## src/rtl/core/i3u_pkg.sv

```systemverilog
// Shared types, codes and UTF-8 helpers for the ID3 text transcoder.
package i3u_pkg;

    // Frame encoding codes carried in the first frame byte
    localparam logic [1:0] ENC_LATIN1  = 2'd0;
    localparam logic [1:0] ENC_UTF16   = 2'd1;
    localparam logic [1:0] ENC_UTF16BE = 2'd2;
    localparam logic [1:0] ENC_UTF8    = 2'd3;

    // Frame status codes
    localparam logic [1:0] ST_OK        = 2'd0;
    localparam logic [1:0] ST_UNKNOWN   = 2'd1;
    localparam logic [1:0] ST_SHORT     = 2'd2;
    localparam logic [1:0] ST_ODD_LEN   = 2'd3;

    // Default depth of the command queue between front and back
    localparam int CMD_QUEUE_DEPTH = 4;

    localparam logic [20:0] CP_REPLACEMENT = 21'h00FFFD;
    localparam logic [20:0] CP_SUPP_BASE   = 21'h010000;

    // One decoded input byte: up to two code points and the end-of-frame status
    typedef struct packed {
        logic [20:0] cp0;
        logic [2:0]  len0;
        logic [20:0] cp1;
        logic [2:0]  len1;
        logic        frame_end;
        logic [1:0]  status;
    } cmd_t;

    // Number of UTF-8 bytes for a code point
    function automatic logic [2:0] utf8_len(input logic [20:0] cp);
        logic [2:0] len;
        if (cp <= 21'h00007F)
            len = 3'd1;
        else if (cp <= 21'h0007FF)
            len = 3'd2;
        else if (cp <= 21'h00FFFF)
            len = 3'd3;
        else
            len = 3'd4;
        return len;
    endfunction

    // Byte k of the UTF-8 form; length one passes the low byte as it is
    function automatic logic [7:0] utf8_byte(input logic [20:0] cp,
                                             input logic [2:0] len,
                                             input logic [1:0] k);
        logic [7:0] b;
        b = {2'b10, cp[5:0]};
        case (len)
            3'd1: b = cp[7:0];
            3'd2:
            begin
                if (k == 2'd0)
                    b = {3'b110, cp[10:6]};
            end
            3'd3:
            begin
                if (k == 2'd0)
                    b = {4'b1110, cp[15:12]};
                else if (k == 2'd1)
                    b = {2'b10, cp[11:6]};
            end
            default:
            begin
                if (k == 2'd0)
                    b = {5'b11110, cp[20:18]};
                else if (k == 2'd1)
                    b = {2'b10, cp[17:12]};
                else if (k == 2'd2)
                    b = {2'b10, cp[11:6]};
            end
        endcase
        return b;
    endfunction

endpackage

```

## src/rtl/core/i3u_front.sv

```systemverilog
// Front part: accept frame bytes, track decoder state, issue byte commands.
module i3u_front
    import i3u_pkg::*;
(
    input  logic       clk,
    input  logic       rst_n,
    input  logic       accept,
    input  logic [7:0] frame_byte,
    input  logic       frame_start,
    input  logic       frame_end,
    output logic       cmd_write,
    output cmd_t       cmd
);

    logic [1:0] enc_reg, enc_next;
    logic       unk_reg, unk_next;
    logic [1:0] count_reg, count_next;
    logic [7:0] held_reg, held_next;
    logic       hv_reg, hv_next;
    logic       be_reg, be_next;
    logic [9:0] hu_reg, hu_next;
    logic       hp_reg, hp_next;
    logic       ended_reg, ended_next;

    // Work out next state and the command for this word
    always_comb
    begin
        logic [15:0] unit;
        logic        skip;
        logic        is_high;
        logic        is_low;
        logic [20:0] byte_cp;

        enc_next   = enc_reg;
        unk_next   = unk_reg;
        count_next = count_reg;
        held_next  = held_reg;
        hv_next    = hv_reg;
        be_next    = be_reg;
        hu_next    = hu_reg;
        hp_next    = hp_reg;
        ended_next = ended_reg;
        cmd        = '0;
        skip       = 1'b0;
        unit       = '0;
        is_high    = 1'b0;
        is_low     = 1'b0;
        byte_cp    = {13'd0, frame_byte};

        if (frame_start)
        begin
            enc_next   = (frame_byte <= 8'd3) ? frame_byte[1:0] : ENC_LATIN1;
            unk_next   = (frame_byte > 8'd3);
            count_next = '0;
            held_next  = '0;
            hv_next    = 1'b0;
            be_next    = 1'b1;
            hu_next    = '0;
            hp_next    = 1'b0;
            ended_next = 1'b0;
        end
        else
        begin
            if (count_reg != 2'd3)
                count_next = count_reg + 2'd1;
            if (!unk_reg)
            begin
                if (enc_reg == ENC_LATIN1 || enc_reg == ENC_UTF8)
                begin
                    // Single byte text: NUL ends output for the frame
                    if (!ended_reg)
                    begin
                        if (frame_byte == 8'd0)
                            ended_next = 1'b1;
                        else
                        begin
                            cmd.cp0  = byte_cp;
                            cmd.len0 = (enc_reg == ENC_UTF8) ? 3'd1 : utf8_len(byte_cp);
                        end
                    end
                end
                else if (!hv_reg)
                begin
                    held_next = frame_byte;
                    hv_next   = 1'b1;
                end
                else
                begin
                    hv_next = 1'b0;
                    // Byte order mark on the first unit of a UTF-16 frame
                    if (enc_reg == ENC_UTF16 && count_reg == 2'd1)
                    begin
                        if (held_reg == 8'hFE && frame_byte == 8'hFF)
                        begin
                            be_next = 1'b1;
                            skip    = 1'b1;
                        end
                        else if (held_reg == 8'hFF && frame_byte == 8'hFE)
                        begin
                            be_next = 1'b0;
                            skip    = 1'b1;
                        end
                        else
                            be_next = 1'b1;
                    end
                    unit    = be_next ? {held_reg, frame_byte} : {frame_byte, held_reg};
                    is_high = (unit >= 16'hD800) && (unit <= 16'hDBFF);
                    is_low  = (unit >= 16'hDC00) && (unit <= 16'hDFFF);
                    if (!skip)
                    begin
                        if (hp_reg && is_low)
                        begin
                            // Join the surrogate pair
                            hp_next = 1'b0;
                            if (!ended_reg)
                            begin
                                cmd.cp0  = CP_SUPP_BASE + {1'b0, hu_reg, unit[9:0]};
                                cmd.len0 = 3'd4;
                            end
                        end
                        else
                        begin
                            // Unpaired high unit becomes a replacement
                            if (hp_reg && !ended_reg)
                            begin
                                cmd.cp0  = CP_REPLACEMENT;
                                cmd.len0 = 3'd3;
                            end
                            hp_next = 1'b0;
                            if (is_high)
                            begin
                                hu_next = unit[9:0];
                                hp_next = 1'b1;
                            end
                            else if (!ended_reg)
                            begin
                                if (is_low)
                                begin
                                    cmd.cp1  = CP_REPLACEMENT;
                                    cmd.len1 = 3'd3;
                                end
                                else if (unit == 16'd0)
                                    ended_next = 1'b1;
                                else
                                begin
                                    cmd.cp1  = {5'd0, unit};
                                    cmd.len1 = utf8_len({5'd0, unit});
                                end
                            end
                        end
                    end
                end
            end
        end

        // Frame status on the final byte
        cmd.frame_end = frame_end;
        if (frame_end)
        begin
            if (unk_next)
                cmd.status = ST_UNKNOWN;
            else if (enc_next == ENC_UTF16 && count_next < 2'd2)
                cmd.status = ST_SHORT;
            else if ((enc_next == ENC_UTF16 || enc_next == ENC_UTF16BE) && hv_next)
                cmd.status = ST_ODD_LEN;
            else
                cmd.status = ST_OK;
        end
    end

    assign cmd_write = accept && (cmd.len0 != 3'd0 || cmd.len1 != 3'd0 || frame_end);

    // Advance decoder state on each accepted word
    always_ff @(posedge clk or negedge rst_n)
    begin
        if (!rst_n)
        begin
            enc_reg   <= ENC_LATIN1;
            unk_reg   <= 1'b0;
            count_reg <= '0;
            held_reg  <= '0;
            hv_reg    <= 1'b0;
            be_reg    <= 1'b1;
            hu_reg    <= '0;
            hp_reg    <= 1'b0;
            ended_reg <= 1'b0;
        end
        else if (accept)
        begin
            enc_reg   <= enc_next;
            unk_reg   <= unk_next;
            count_reg <= count_next;
            held_reg  <= held_next;
            hv_reg    <= hv_next;
            be_reg    <= be_next;
            hu_reg    <= hu_next;
            hp_reg    <= hp_next;
            ended_reg <= ended_next;
        end
    end

endmodule

```

## src/rtl/core/i3u_queue.sv

```systemverilog
// Short command queue between the front and back parts.
module i3u_queue
    import i3u_pkg::*;
#(
    parameter int DEPTH = CMD_QUEUE_DEPTH
)
(
    input  logic clk,
    input  logic rst_n,
    input  logic wr_en,
    input  cmd_t wr_data,
    input  logic rd_en,
    output cmd_t rd_data,
    output logic q_empty,
    output logic q_full
);

    localparam int PTR_W = (DEPTH > 1) ? $clog2(DEPTH) : 1;
    localparam int CNT_W = $clog2(DEPTH + 1);
    localparam logic [PTR_W-1:0] LAST_PTR = PTR_W'(DEPTH - 1);

    cmd_t             slot_reg [DEPTH];
    logic [PTR_W-1:0] wr_ptr_reg, wr_ptr_next;
    logic [PTR_W-1:0] rd_ptr_reg, rd_ptr_next;
    logic [CNT_W-1:0] cnt_reg, cnt_next;

    assign q_empty = (cnt_reg == '0);
    assign q_full  = (cnt_reg == CNT_W'(DEPTH));
    assign rd_data = slot_reg[rd_ptr_reg];

    // Wrap pointers and track fill level
    always_comb
    begin
        wr_ptr_next = wr_ptr_reg;
        rd_ptr_next = rd_ptr_reg;
        cnt_next    = cnt_reg;
        if (wr_en)
            wr_ptr_next = (wr_ptr_reg == LAST_PTR) ? '0 : wr_ptr_reg + PTR_W'(1);
        if (rd_en)
            rd_ptr_next = (rd_ptr_reg == LAST_PTR) ? '0 : rd_ptr_reg + PTR_W'(1);
        if (wr_en && !rd_en)
            cnt_next = cnt_reg + CNT_W'(1);
        else if (rd_en && !wr_en)
            cnt_next = cnt_reg - CNT_W'(1);
    end

    always_ff @(posedge clk or negedge rst_n)
    begin
        if (!rst_n)
        begin
            wr_ptr_reg <= '0;
            rd_ptr_reg <= '0;
            cnt_reg    <= '0;
        end
        else
        begin
            wr_ptr_reg <= wr_ptr_next;
            rd_ptr_reg <= rd_ptr_next;
            cnt_reg    <= cnt_next;
        end
    end

    // Store the incoming command
    always_ff @(posedge clk)
    begin
        if (wr_en)
            slot_reg[wr_ptr_reg] <= wr_data;
    end

endmodule

```

## src/rtl/core/i3u_back.sv

```systemverilog
// Back part: expand queued commands into UTF-8 result words.
module i3u_back
    import i3u_pkg::*;
(
    input  logic       clk,
    input  logic       rst_n,
    input  cmd_t       cmd,
    input  logic       cmd_avail,
    output logic       cmd_take,
    input  logic       pop,
    output logic       empty,
    output logic [7:0] text_byte,
    output logic       byte_present,
    output logic       run_last,
    output logic       frame_done,
    output logic [1:0] frame_status
);

    logic [2:0] k_reg, k_next;
    logic       ov_reg;
    logic [7:0] byte_reg;
    logic       present_reg;
    logic       last_reg;
    logic       done_reg;
    logic [1:0] status_reg;

    logic       load;
    logic [2:0] total;
    logic [2:0] k1;
    logic       is_last;
    logic       none;
    logic [7:0] sel_byte;

    assign total   = cmd.len0 + cmd.len1;
    assign none    = (total == 3'd0);
    assign k1      = k_reg - cmd.len0;
    assign is_last = none || ((k_reg + 3'd1) == total);
    assign load    = cmd_avail && (!ov_reg || pop);
    assign cmd_take = load && is_last;

    // Pick the byte from the first or second code point
    always_comb
    begin
        if (k_reg < cmd.len0)
            sel_byte = utf8_byte(cmd.cp0, cmd.len0, k_reg[1:0]);
        else
            sel_byte = utf8_byte(cmd.cp1, cmd.len1, k1[1:0]);
        k_next = k_reg;
        if (load)
            k_next = is_last ? 3'd0 : k_reg + 3'd1;
    end

    // Hold the output word until taken
    always_ff @(posedge clk or negedge rst_n)
    begin
        if (!rst_n)
        begin
            k_reg  <= '0;
            ov_reg <= 1'b0;
        end
        else
        begin
            k_reg <= k_next;
            if (load)
                ov_reg <= 1'b1;
            else if (pop)
                ov_reg <= 1'b0;
        end
    end

    always_ff @(posedge clk)
    begin
        if (load)
        begin
            byte_reg    <= none ? 8'd0 : sel_byte;
            present_reg <= !none;
            last_reg    <= is_last;
            done_reg    <= is_last && cmd.frame_end;
            status_reg  <= (is_last && cmd.frame_end) ? cmd.status : ST_OK;
        end
    end

    assign empty        = !ov_reg;
    assign text_byte    = byte_reg;
    assign byte_present = present_reg;
    assign run_last     = last_reg;
    assign frame_done   = done_reg;
    assign frame_status = status_reg;

endmodule

```

## src/rtl/core/id3_text_to_utf8_transcoder_unit.sv

```systemverilog
// Top level of the ID3 text frame to UTF-8 transcoder.
//
// Input channel: frame bytes, one per word, written with push while full is
// low. frame_start marks the encoding byte, frame_end the last byte.
// Output channel: UTF-8 result words, read with pop while empty is low. Each
// word carries text_byte and byte_present; run_last closes the words caused
// by one input byte, and frame_done with frame_status closes a frame.
// A byte with no result and no frame_end produces nothing on the output side.
// The first result of an input byte reaches the result ports through the
// command queue and the output register. Throughput: the back part emits one
// result word per cycle while the receiver pops and the queue holds commands;
// an input byte causes up to six result words. The front takes one byte per
// cycle while the command queue (QUEUE_DEPTH entries) has room.
// When the receiver stalls, the output register holds its word, the queue
// fills and full rises; nothing is lost.
// Reset clears the decoder state to Latin-1 and empties queue and output.
module id3_text_to_utf8_transcoder_unit
    import i3u_pkg::*;
#(
    parameter int QUEUE_DEPTH = CMD_QUEUE_DEPTH
)
(
    input  logic       clk,
    input  logic       rst_n,
    input  logic       push,
    output logic       full,
    input  logic [7:0] frame_byte,
    input  logic       frame_start,
    input  logic       frame_end,
    input  logic       pop,
    output logic       empty,
    output logic [7:0] text_byte,
    output logic       byte_present,
    output logic       run_last,
    output logic       frame_done,
    output logic [1:0] frame_status
);

    logic accept;
    logic cmd_write;
    cmd_t front_cmd;
    cmd_t head_cmd;
    logic q_empty;
    logic q_full;
    logic cmd_take;

    assign full   = q_full;
    assign accept = push && !q_full;

    // Classify input bytes
    i3u_front u_front (
        .clk        (clk),
        .rst_n      (rst_n),
        .accept     (accept),
        .frame_byte (frame_byte),
        .frame_start(frame_start),
        .frame_end  (frame_end),
        .cmd_write  (cmd_write),
        .cmd        (front_cmd)
    );

    // Decouple front and back
    i3u_queue #(
        .DEPTH(QUEUE_DEPTH)
    ) u_queue (
        .clk    (clk),
        .rst_n  (rst_n),
        .wr_en  (cmd_write),
        .wr_data(front_cmd),
        .rd_en  (cmd_take),
        .rd_data(head_cmd),
        .q_empty(q_empty),
        .q_full (q_full)
    );

    // Emit UTF-8 words
    i3u_back u_back (
        .clk         (clk),
        .rst_n       (rst_n),
        .cmd         (head_cmd),
        .cmd_avail   (!q_empty),
        .cmd_take    (cmd_take),
        .pop         (pop),
        .empty       (empty),
        .text_byte   (text_byte),
        .byte_present(byte_present),
        .run_last    (run_last),
        .frame_done  (frame_done),
        .frame_status(frame_status)
    );

endmodule
```

## config.mk

```make
export PLATFORM = sky130hd
export DESIGN_NAME = id3_text_to_utf8_transcoder_unit
export DESIGN_NICKNAME = d
export VERILOG_FILES = /design/src/rtl/core/i3u_pkg.sv /design/src/rtl/core/i3u_front.sv /design/src/rtl/core/i3u_queue.sv /design/src/rtl/core/i3u_back.sv /design/src/rtl/core/id3_text_to_utf8_transcoder_unit.sv
export SDC_FILE = /design/constraint.sdc
export NUM_CORES = 1
export LEC_CHECK = 0
export BUFFER_PORTS_ARGS = -buffer_cell sky130_fd_sc_hd__buf_2
export CAP_MARGIN = 40
export CORE_MARGIN = 5
export CORE_UTILIZATION = 31
export CTS_CLUSTER_DIAMETER = 80
export DETAILED_ROUTE_END_ITERATION = 7
export REMOVE_ABC_BUFFERS = 1
export SYNTH_ARGS = -nofsm -noshare
export SYNTH_HDL_FRONTEND = slang
export SYNTH_SLANG_ARGS = --single-unit
```

## constraint.sdc

```tcl
create_clock -name clk -period 5.7 [get_ports clk]
set_input_delay 0.57 -clock clk [delete_from_list [all_inputs] [get_ports clk]]
set_output_delay 0.57 -clock clk [all_outputs]
set_load 0.02 [all_outputs]
```

==> results of run 1 <==
## layer usage
layer	routed length, microns	up-vias	track usage (%)
met4	522	0	2.94
met5	0	-	0
met3	1530	43	2.44
met2	12200	216	21.0
met1	12300	3542	19.4
li1	-	3255	-
## final timing paths
kind / from / to / slack (ns) / depth (start not counted)
worst max-delay path: u_queue.rd_ptr_reg[0] / u_queue.cnt_reg[2] / 1.33 / 14
worst min-delay path: rst_n / u_front.count_reg[0] / 0.03 / 1
worst max register to register: u_queue.rd_ptr_reg[0] / u_queue.cnt_reg[2] / 1.33 / 14
worst min register to register: u_queue.cnt_reg[2] / u_queue.cnt_reg[2] / 0.49 / 1
max in group asynchronous: rst_n / u_front.be_reg / 5.11 / 2
min in group clk: pop / u_back.ov_reg / 0.25 / 2
## cell type report
| class | instances | area [sq um] | area share (%) |
|---|---|---|---|
| clock buffers | 34 | 669 | 5.32 |
| clock inverters | 10 | 90.1 | 0.716 |
| inverters | 29 | 109 | 0.865 |
| multi-input cells | 515 | 4080 | 32.4 |
| flip-flops and latches | 231 | 6750 | 53.7 |
| well taps | 461 | 577 | 4.58 |
| repair buffers | 46 | 308 | 2.45 |
## synth_stat cells, types with 6 or more instances
master	n
edfxtp_1	193
nor2_1	61
nand2_1	60
a21oi_1	50
mux4_2	45
o21ai_0	39
dfrtp_1	37
clkbuf_1	30
inv_1	28
mux2i_1	26
ha_1	18
a211oi_1	16
nand3_1	12
nor3_1	12
buf_2	11
o22ai_1	11
a22oi_1	10
and3_1	10
nor2b_1	10
o2bb2ai_1	10
and2_1	8
nand2b_1	8
nand4_1	8
nor4_1	8
a221oi_1	6
xnor2_1	6
## cells by family (layout without fill, tap and decap cells)
family | Yosys count | count (layout) | synth area share [%]
mux | 77 | 77 | 12.1
buf+inv | 78 | 119 | 2.90
flops | 231 | 231 | 60.7
xor+xnor | 12 | 12 | 1.11
simple gates | 217 | 217 | 9.60
fa+ha+maj | 20 | 20 | 2.39
compound gates | 189 | 189 | 11.2
## through the flow
stage               util, %  power, mW
floorplan                 -       4.58
global placement       33.1       5.42
detailed placement     33.3       5.48
CTS                    35.4       6.99
global route           35.5       7.38
finish                 35.5       6.94
## power breakdown
group          internal, mW  switching [mW]  total, mW
clock network         0.869           0.629       1.50
registers              2.21           0.253       2.46
logic                  1.18            1.79       2.98
## worst register-to-register path, stage by stage (launching register included)
cell,delay (ns)
dfrtp_4,0.74
mux4_2,0.77
ha_1,0.28
fa_1,0.58
nor2_1,0.10
nand4_1,0.10
mux2i_1,0.07
a211o_1,0.29
o21ai_2,0.27
ha_1,0.23
inv_1,0.06
fa_1,0.37
xor2_1,0.16
nor2_1,0.11
xor2_1,0.17
==> results.toml, run 1 <==
[status]
run_status = "completed"

[clock_network]
clk_pin_slew_worst_paths_ns = 0.06
cts_tree = "yes"
cts.path.max_buffers = 3
htree_levels = 1
cts_made_buffers = 25
postCtsSetupBuffers = 0
cts_resized = 0
ctsHoldBuffers = 0
clock_sinks = 231
clkLatencyLatePin_ns = 0.52
cts_root_buffer = "clkbuf_16"

[sta]
worst_slack_ns = 1.33
timing.hold.ws_ns = 0.0294
hold_viol = 0
fmax_mhz = 229
period_needed_ns = 4.37
grt_setup_unrepaired = "no"
slew_violations = 0
fin_crit_sh_pct = 76.6
fin_setup_tns_ns = 0
worstMarginPinSlew_ns = 0.913
skew_ns = 0.00829
finalSetupViolCount = 0
maxSlewHeadroom_pct = 39.0

[grt]
grt_util_all_layers_pct = 13.3
grt_overflow = 0
grt_start_max_net_pins = 29
grt_pass1_vias = 6877
antenna_found_initial = 0
grt_pass1_wl_mm = 41.3

[cells_and_area]
layout_common_cells = "193 x edfxtp_1, 60 x nand2_1, 57 x nor2_1, 49 x a21oi_1, 45 x mux4_2"
area_growth_syn_to_layout_pct = 13.2
design_area_sq_um = 12600
largest_register_ffs = 180
drive_gt1_share_pct = 17.0
nets = 882
final_cells = 1326
final.fill_count = 3371
antennaDiodeCount = 0
final_common_cell = "edfxtp_1"

[logic_synthesis]
yosysWarningCount = 0
synth_ff_type = "edfxtp_1"
synth_top_area_share_pct = 52.2
post-synth-top-area-cell = "edfxtp_1"
yosys_register_bits = 231
syn_inst = 824
synth_cell_types = 75
synth_area_sq_um = 11100
syn_area_per_cell_sq_um = 13.5
synth_edf_count = 193
async_flop_share_pct = 16.5
synthTopCellsByArea = "edfxtp_1 52%, mux4_2 9.1%, dfrtp_1 8.3%"
seq_area_frac_synth_pct = 60.7

[drt]
drt-pass1-iter-count = 5
ant_nets = 0
drc = 0
viasPerCell = 5.32
drt-initial-drc-count = 535
detail_route.wl_per_cell_microns = 20.1
finalWirelength_mm = 26.6
vias = 7056

[min_path]
hp-class = "in -> async"

[worst_setup_path]
worstSetupEndpointType = "flop"
slowest_stage = "mux4_2"
required_ns = 6.14
path_buf_inv = 1
crit_type = "reg -> reg"
crit_arrival_ns = 4.81
cpPeakStageDelay_ns = 0.76
path_cells = "mux4_2 -> ha_1 -> fa_1 -> nor2_1 -> nand4_1 -> mux2i_1 -> a211o_1 -> o21ai_2 -> ha_1 -> inv_1 -> fa_1 -> xor2_1 -> nor2_1 -> xor2_1"
cp-start-kind = "flop"
crit_family = "adder cells"
worstPathMaxFanout = 25

[place]
pre_cts_ws_ns = 1.28
dp_hpwl_mm = 18.9
numPortBuffers = 28
placed_cells = 1279
dpl_cell_area_sq_um = 11800
gp_congestion = 0.841

[pwr]
p_per_area_nw_per_um2 = 551
peakVddDrop_mv = 0.282
power.leakage_nw = 4.43

[floorplan]
dieHeight_microns = 199
initial_utilization_pct = 31.3
rows = 69
die-area_sq_um = 39700
die_w_microns = 199
boundaryPins = 29
core_area_sq_um = 35500

[run]
max-cap-violations = 0
(Power assumes the default switching activity.)
==> inputs of run 2 (changes only) <==
==> constraint.sdc (replaced) <==
create_clock -name clk -period 4.11 [get_ports clk]
set_input_delay 0.411 -clock clk [delete_from_list [all_inputs] [get_ports clk]]
set_output_delay 0.411 -clock clk [all_outputs]
set_load 0.02 [all_outputs]
==> results.toml, run 2 (synthesis results as in run 1) <==
[floorplan]
die-area_sq_um = 39700
die_w_microns = 199
dieHeight_microns = 199
rows = 69
initial_utilization_pct = 31.3
core_area_sq_um = 35500
boundaryPins = 29

[worst_setup_path]
r2r_cells = 13
cpPeakStageDelay_ns = 0.54
crit_arrival_ns = 4.26
crit_type = "reg -> reg"
slowest_stage = "mux4_2"
path_buf_inv = 1
timing.rr.end = "u_queue.cnt_reg[2]"
cp-start-kind = "flop"
worstPathMaxFanout = 8
regToRegStartpoint = "u_queue.rd_ptr_reg[0]"
worstSetupEndpointType = "flop"
rrSetupSlack_ns = 0.29
required_ns = 4.55
path_cells = "mux4_2 -> ha_1 -> fa_1 -> xnor2_4 -> nor3b_1 -> a211o_1 -> o21ai_2 -> ha_1 -> inv_1 -> fa_1 -> xor2_1 -> nor2_1 -> xor2_1"
crit_family = "adder cells"

[drt]
drc = 0
viasPerCell = 5.26
finalWirelength_mm = 26.1
drt-initial-drc-count = 665
ant_nets = 0
drt-pass1-iter-count = 6
vias = 7029
detail_route.wl_per_cell_microns = 19.6

[clock_network]
clk_pin_slew_worst_paths_ns = 0.06
cts_resized = 0
clock_sinks = 231
cts_made_buffers = 25
postCtsSetupBuffers = 0
cts.path.max_buffers = 3
cts_tree = "yes"
clkLatencyLatePin_ns = 0.51
htree_levels = 1
cts_root_buffer = "clkbuf_16"

[grt]
grt_util_all_layers_pct = 13.1
grt_pass1_wl_mm = 40.9
antenna_found_initial = 0
grt_start_max_net_pins = 46
grt_pass1_vias = 6863
grt_overflow = 0

[pwr]
peakVddDrop_mv = 0.331
p_per_area_nw_per_um2 = 759
power.leakage_nw = 4.45

[min_path]
hp-class = "in -> reg"
hold_end = "u_back.ov_reg"
min_from = "pop"
worstHoldPathCells = 2

[cells_and_area]
layout_common_cells = "193 x edfxtp_1, 60 x nand2_1, 57 x nor2_1, 49 x a21oi_1, 45 x mux4_2"
nets = 891
area_growth_syn_to_layout_pct = 14.0
final_cells = 1336
antennaDiodeCount = 0
drive_gt1_share_pct = 17.7
largest_register_ffs = 180
final_common_cell = "edfxtp_1"

[sta]
skew_ns = 0.0159
period_needed_ns = 3.82
hold_viol = 0
fin_crit_sh_pct = 92.9
fin_setup_tns_ns = 0
worstMarginPinSlew_ns = 0.760
maxSlewHeadroom_pct = 49.3
timing.hold.ws_ns = 0.0875
fmax_mhz = 262
slew_violations = 0
grt_setup_unrepaired = "no"
finalSetupViolCount = 0

[place]
gp_congestion = 0.868
numPortBuffers = 28
placed_cells = 1290
dp_hpwl_mm = 17.9

[status]
run_status = "completed"

[run]
max-cap-violations = 0
[run 2: stage by stage]
step	total power, mW	instance area, sq um	util [%]	worst slack (ns)
5_1_grt	10.2	12700	35.7	0.0533
2_1_floorplan	6.36	10900	-	-1.27
3_3_place_gp	7.59	11900	33.5	0.331
4_1_cts	9.68	12700	35.7	0.254
6_report	9.61	12700	35.7	0.293
3_5_place_dp	7.66	11900	33.6	0.254
[run 2: how the worst max path moves through the flow]
| stage | endpoint | slack [ns] | cells past startpoint | from |
|---|---|---|---|---|
| detailed placement | u_queue.cnt_reg[2] | 0.25 | 13 | u_queue.rd_ptr_reg[0] |
| CTS | u_queue.cnt_reg[2] | 0.25 | 13 | u_queue.rd_ptr_reg[0] |
| global route | u_queue.cnt_reg[2] | 0.05 | 13 | u_queue.rd_ptr_reg[0] |
| floorplan | u_queue.cnt_reg[2] | -1.27 | 13 | u_queue.rd_ptr_reg[0] |
| finish | u_queue.cnt_reg[2] | 0.29 | 13 | u_queue.rd_ptr_reg[0] |
| global placement | u_queue.cnt_reg[2] | 0.33 | 13 | u_queue.rd_ptr_reg[0] |
[run 2: cell type report]
type | instances | area (sq um)
fillers | 3406 | 22800
clock inverters | 16 | 95.1
clock buffers | 29 | 641
flip-flops and latches | 231 | 6750
well taps | 461 | 577
multi-input cells | 515 | 4080
repair buffers | 55 | 415
inverters | 29 | 109
[run 2: timing repair]
item,in CTS,in global routing
setup endpoints to repair,0,0
hold endpoints to repair,16,0
hold buffers,1,0
[run 2: where the power goes]
part / leakage (nW) / internal [mW] / switching (mW)
Combinational: 1.81 / 1.72 / 2.55
Sequential: 2.29 / 3.07 / 0.269
Clock: 0.353 / 1.12 / 0.885
Total: 4.45 / 5.91 / 3.70
[run 2: layer usage]
metal	up-vias	wire, microns	track usage (%)
met1	3524	11900	19.2
met4	0	484	2.79
met5	-	0	0
met3	40	1380	1.67
li1	3264	-	-
met2	201	12400	21.2
==> inputs of run 3 (changes only) <==
--- a/config.mk
+++ b/config.mk
@@ -11,7 +11,7 @@
 export CORE_UTILIZATION = 31
 export CTS_CLUSTER_DIAMETER = 80
 export DETAILED_ROUTE_END_ITERATION = 7
-export REMOVE_ABC_BUFFERS = 1
+export RECOVER_POWER = 50
 export SYNTH_ARGS = -nofsm -noshare
 export SYNTH_HDL_FRONTEND = slang
 export SYNTH_SLANG_ARGS = --single-unit
==> results.toml, run 3 (synthesis results as in run 1) <==
[cells_and_area]
final_common_cell = "edfxtp_1"
antennaDiodeCount = 0
drive_gt1_share_pct = 14.8
layout_common_cells = "193 x edfxtp_1, 61 x nor2_1, 60 x nand2_1, 49 x a21oi_1, 45 x mux4_2"
largest_register_ffs = 180
nets = 894
final.fill_count = 3365
area_growth_syn_to_layout_pct = 14.6

[clock_network]
clock_sinks = 231
cts_root_buffer = "clkbuf_16"
htree_levels = 1
cts.path.max_buffers = 3
clkLatencyLatePin_ns = 0.52
cts_tree = "yes"
postCtsSetupBuffers = 0
clk_pin_slew_worst_paths_ns = 0.07
cts_made_buffers = 26

[grt]
grt_overflow = 0
grt_pass1_vias = 7193
grt_start_max_net_pins = 32
grt_util_all_layers_pct = 13.3
antenna_found_initial = 0
grt_pass1_wl_mm = 41.6

[floorplan]
initial_utilization_pct = 31.3
boundaryPins = 29
dieHeight_microns = 199
die-area_sq_um = 39700
rows = 69
core_area_sq_um = 35500
die_w_microns = 199

[sta]
slew_violations = 30
grt_setup_unrepaired = "no"
fmax_mhz = 266
period_needed_ns = 3.76
worstMarginPinSlew_ns = 1.57
maxSlewHeadroom_pct = -4.76
skew_ns = 0.00943
fin_setup_tns_ns = 0
finalSetupViolCount = 0
fin_crit_sh_pct = 91.6
worst_slack_ns = 0.347
hold_viol = 0

[drt]
viasPerCell = 5.34
drc = 0
vias = 7155
detail_route.wl_per_cell_microns = 19.6
finalWirelength_mm = 26.3
drt-pass1-iter-count = 5
drt-initial-drc-count = 712
ant_nets = 0

[run]
max-cap-violations = 2

[worst_setup_path]
crit_arrival_ns = 4.21
worstPathMaxFanout = 7
worstSetupEndpointType = "flop"
required_ns = 4.56
crit_type = "reg -> reg"
cp-start-kind = "flop"

[pwr]
power.leakage_nw = 4.45
p_per_area_nw_per_um2 = 783
peakVddDrop_mv = 0.314

[min_path]
hp-class = "in -> reg"

[logic_synthesis]
syn-num-nets = 858

[place]
dp_hpwl_mm = 18.5
pre_cts_ws_ns = 0.334
gp_congestion = 0.830
numPortBuffers = 28

[status]
run_status = "finished with violations"
violations = "capacitance limit, slew limit"
==> run 3: cell count changes in the layout (fill, tap and decap cells not counted), moves of 2 or more <==
cell,before,now
clkbuf_1,4,27
buf_2,28,11
buf_4,21,14
bufinv_16,0,4
nor2_1,57,61
nor2_4,4,0
clkinv_4,3,0
and2_0,0,2
and2_1,8,6
clkbuf_16,25,27
==> run 3: area by class of cell <==
type / count / area (sq um) / area share, %
clock buffers: 29 / 683 / 5.36
clock inverters: 19 / 209 / 1.64
inverters: 29 / 109 / 0.855
multi-input cells: 515 / 4040 / 31.7
flip-flops and latches: 231 / 6750 / 53.0
well taps: 461 / 577 / 4.53
repair buffers: 57 / 363 / 2.85
==> run 3: final timing paths <==
path                                  startpoint                     to  slack, ns  cells past startpoint
max                        u_queue.rd_ptr_reg[0]     u_queue.cnt_reg[2]       0.35                     13
min                                          pop          u_back.ov_reg        0.1                      2
max reg2reg                u_queue.rd_ptr_reg[0]     u_queue.cnt_reg[2]       0.35                     13
min reg2reg                    u_front.hu_reg[2]      u_front.hu_reg[2]       0.49                      1
max in group asynchronous                  rst_n  u_queue.rd_ptr_reg[0]       1.47                      3
min in group asynchronous                  rst_n    u_front.held_reg[6]       0.61                      2
==> run 3: stage by stage <==
stage	area, sq um	util [%]	cells	hold slack [ns]	power (mW)
2_1_floorplan	11100	-	824	0.115	6.45
3_3_place_gp	11900	33.5	1286	0.473	7.61
3_5_place_dp	11900	33.6	1291	0.408	7.68
4_1_cts	12800	36.2	1340	0.0821	10.1
5_1_grt	12700	35.9	1341	0.112	10.6
6_report	12700	35.9	1341	0.0993	9.97
==> run 3: worst max-delay path: stages, from the launching register on <==
cell and delay [ns]:
dfrtp_4 0.48, mux4_2 0.53, ha_1 0.22, fa_1 0.45, xnor2_4 0.27, nor3b_1 0.08, a211o_1 0.34, o21ai_2 0.21
ha_1 0.21, inv_1 0.06, fa_1 0.38, xor2_1 0.17, nor2_1 0.13, xor2_1 0.15
==> run 3: per-layer routing <==
layer | vias to the layer above | track usage (%) | share of wire, %
met5 | - | 0 | 0
met4 | 0 | 3.17 | 2.1
met3 | 42 | 2.44 | 4.5
met2 | 190 | 21.6 | 47
met1 | 3647 | 18.8 | 46
li1 | 3276 | - | -
==> run 3: repair_timing <==
| item | CTS | global route |
|---|---|---|
| hold buffers | 1 | 0 |
| endpoints found under the hold margin | 17 | 0 |
| gates resized for setup | 0 | 0 |
==> run 3: power by group <==
group	internal, mW	leakage, nW	switching (mW)
clock	1.45	0.430	0.915
sequential	3.07	2.29	0.252
combinational	1.68	1.73	2.60
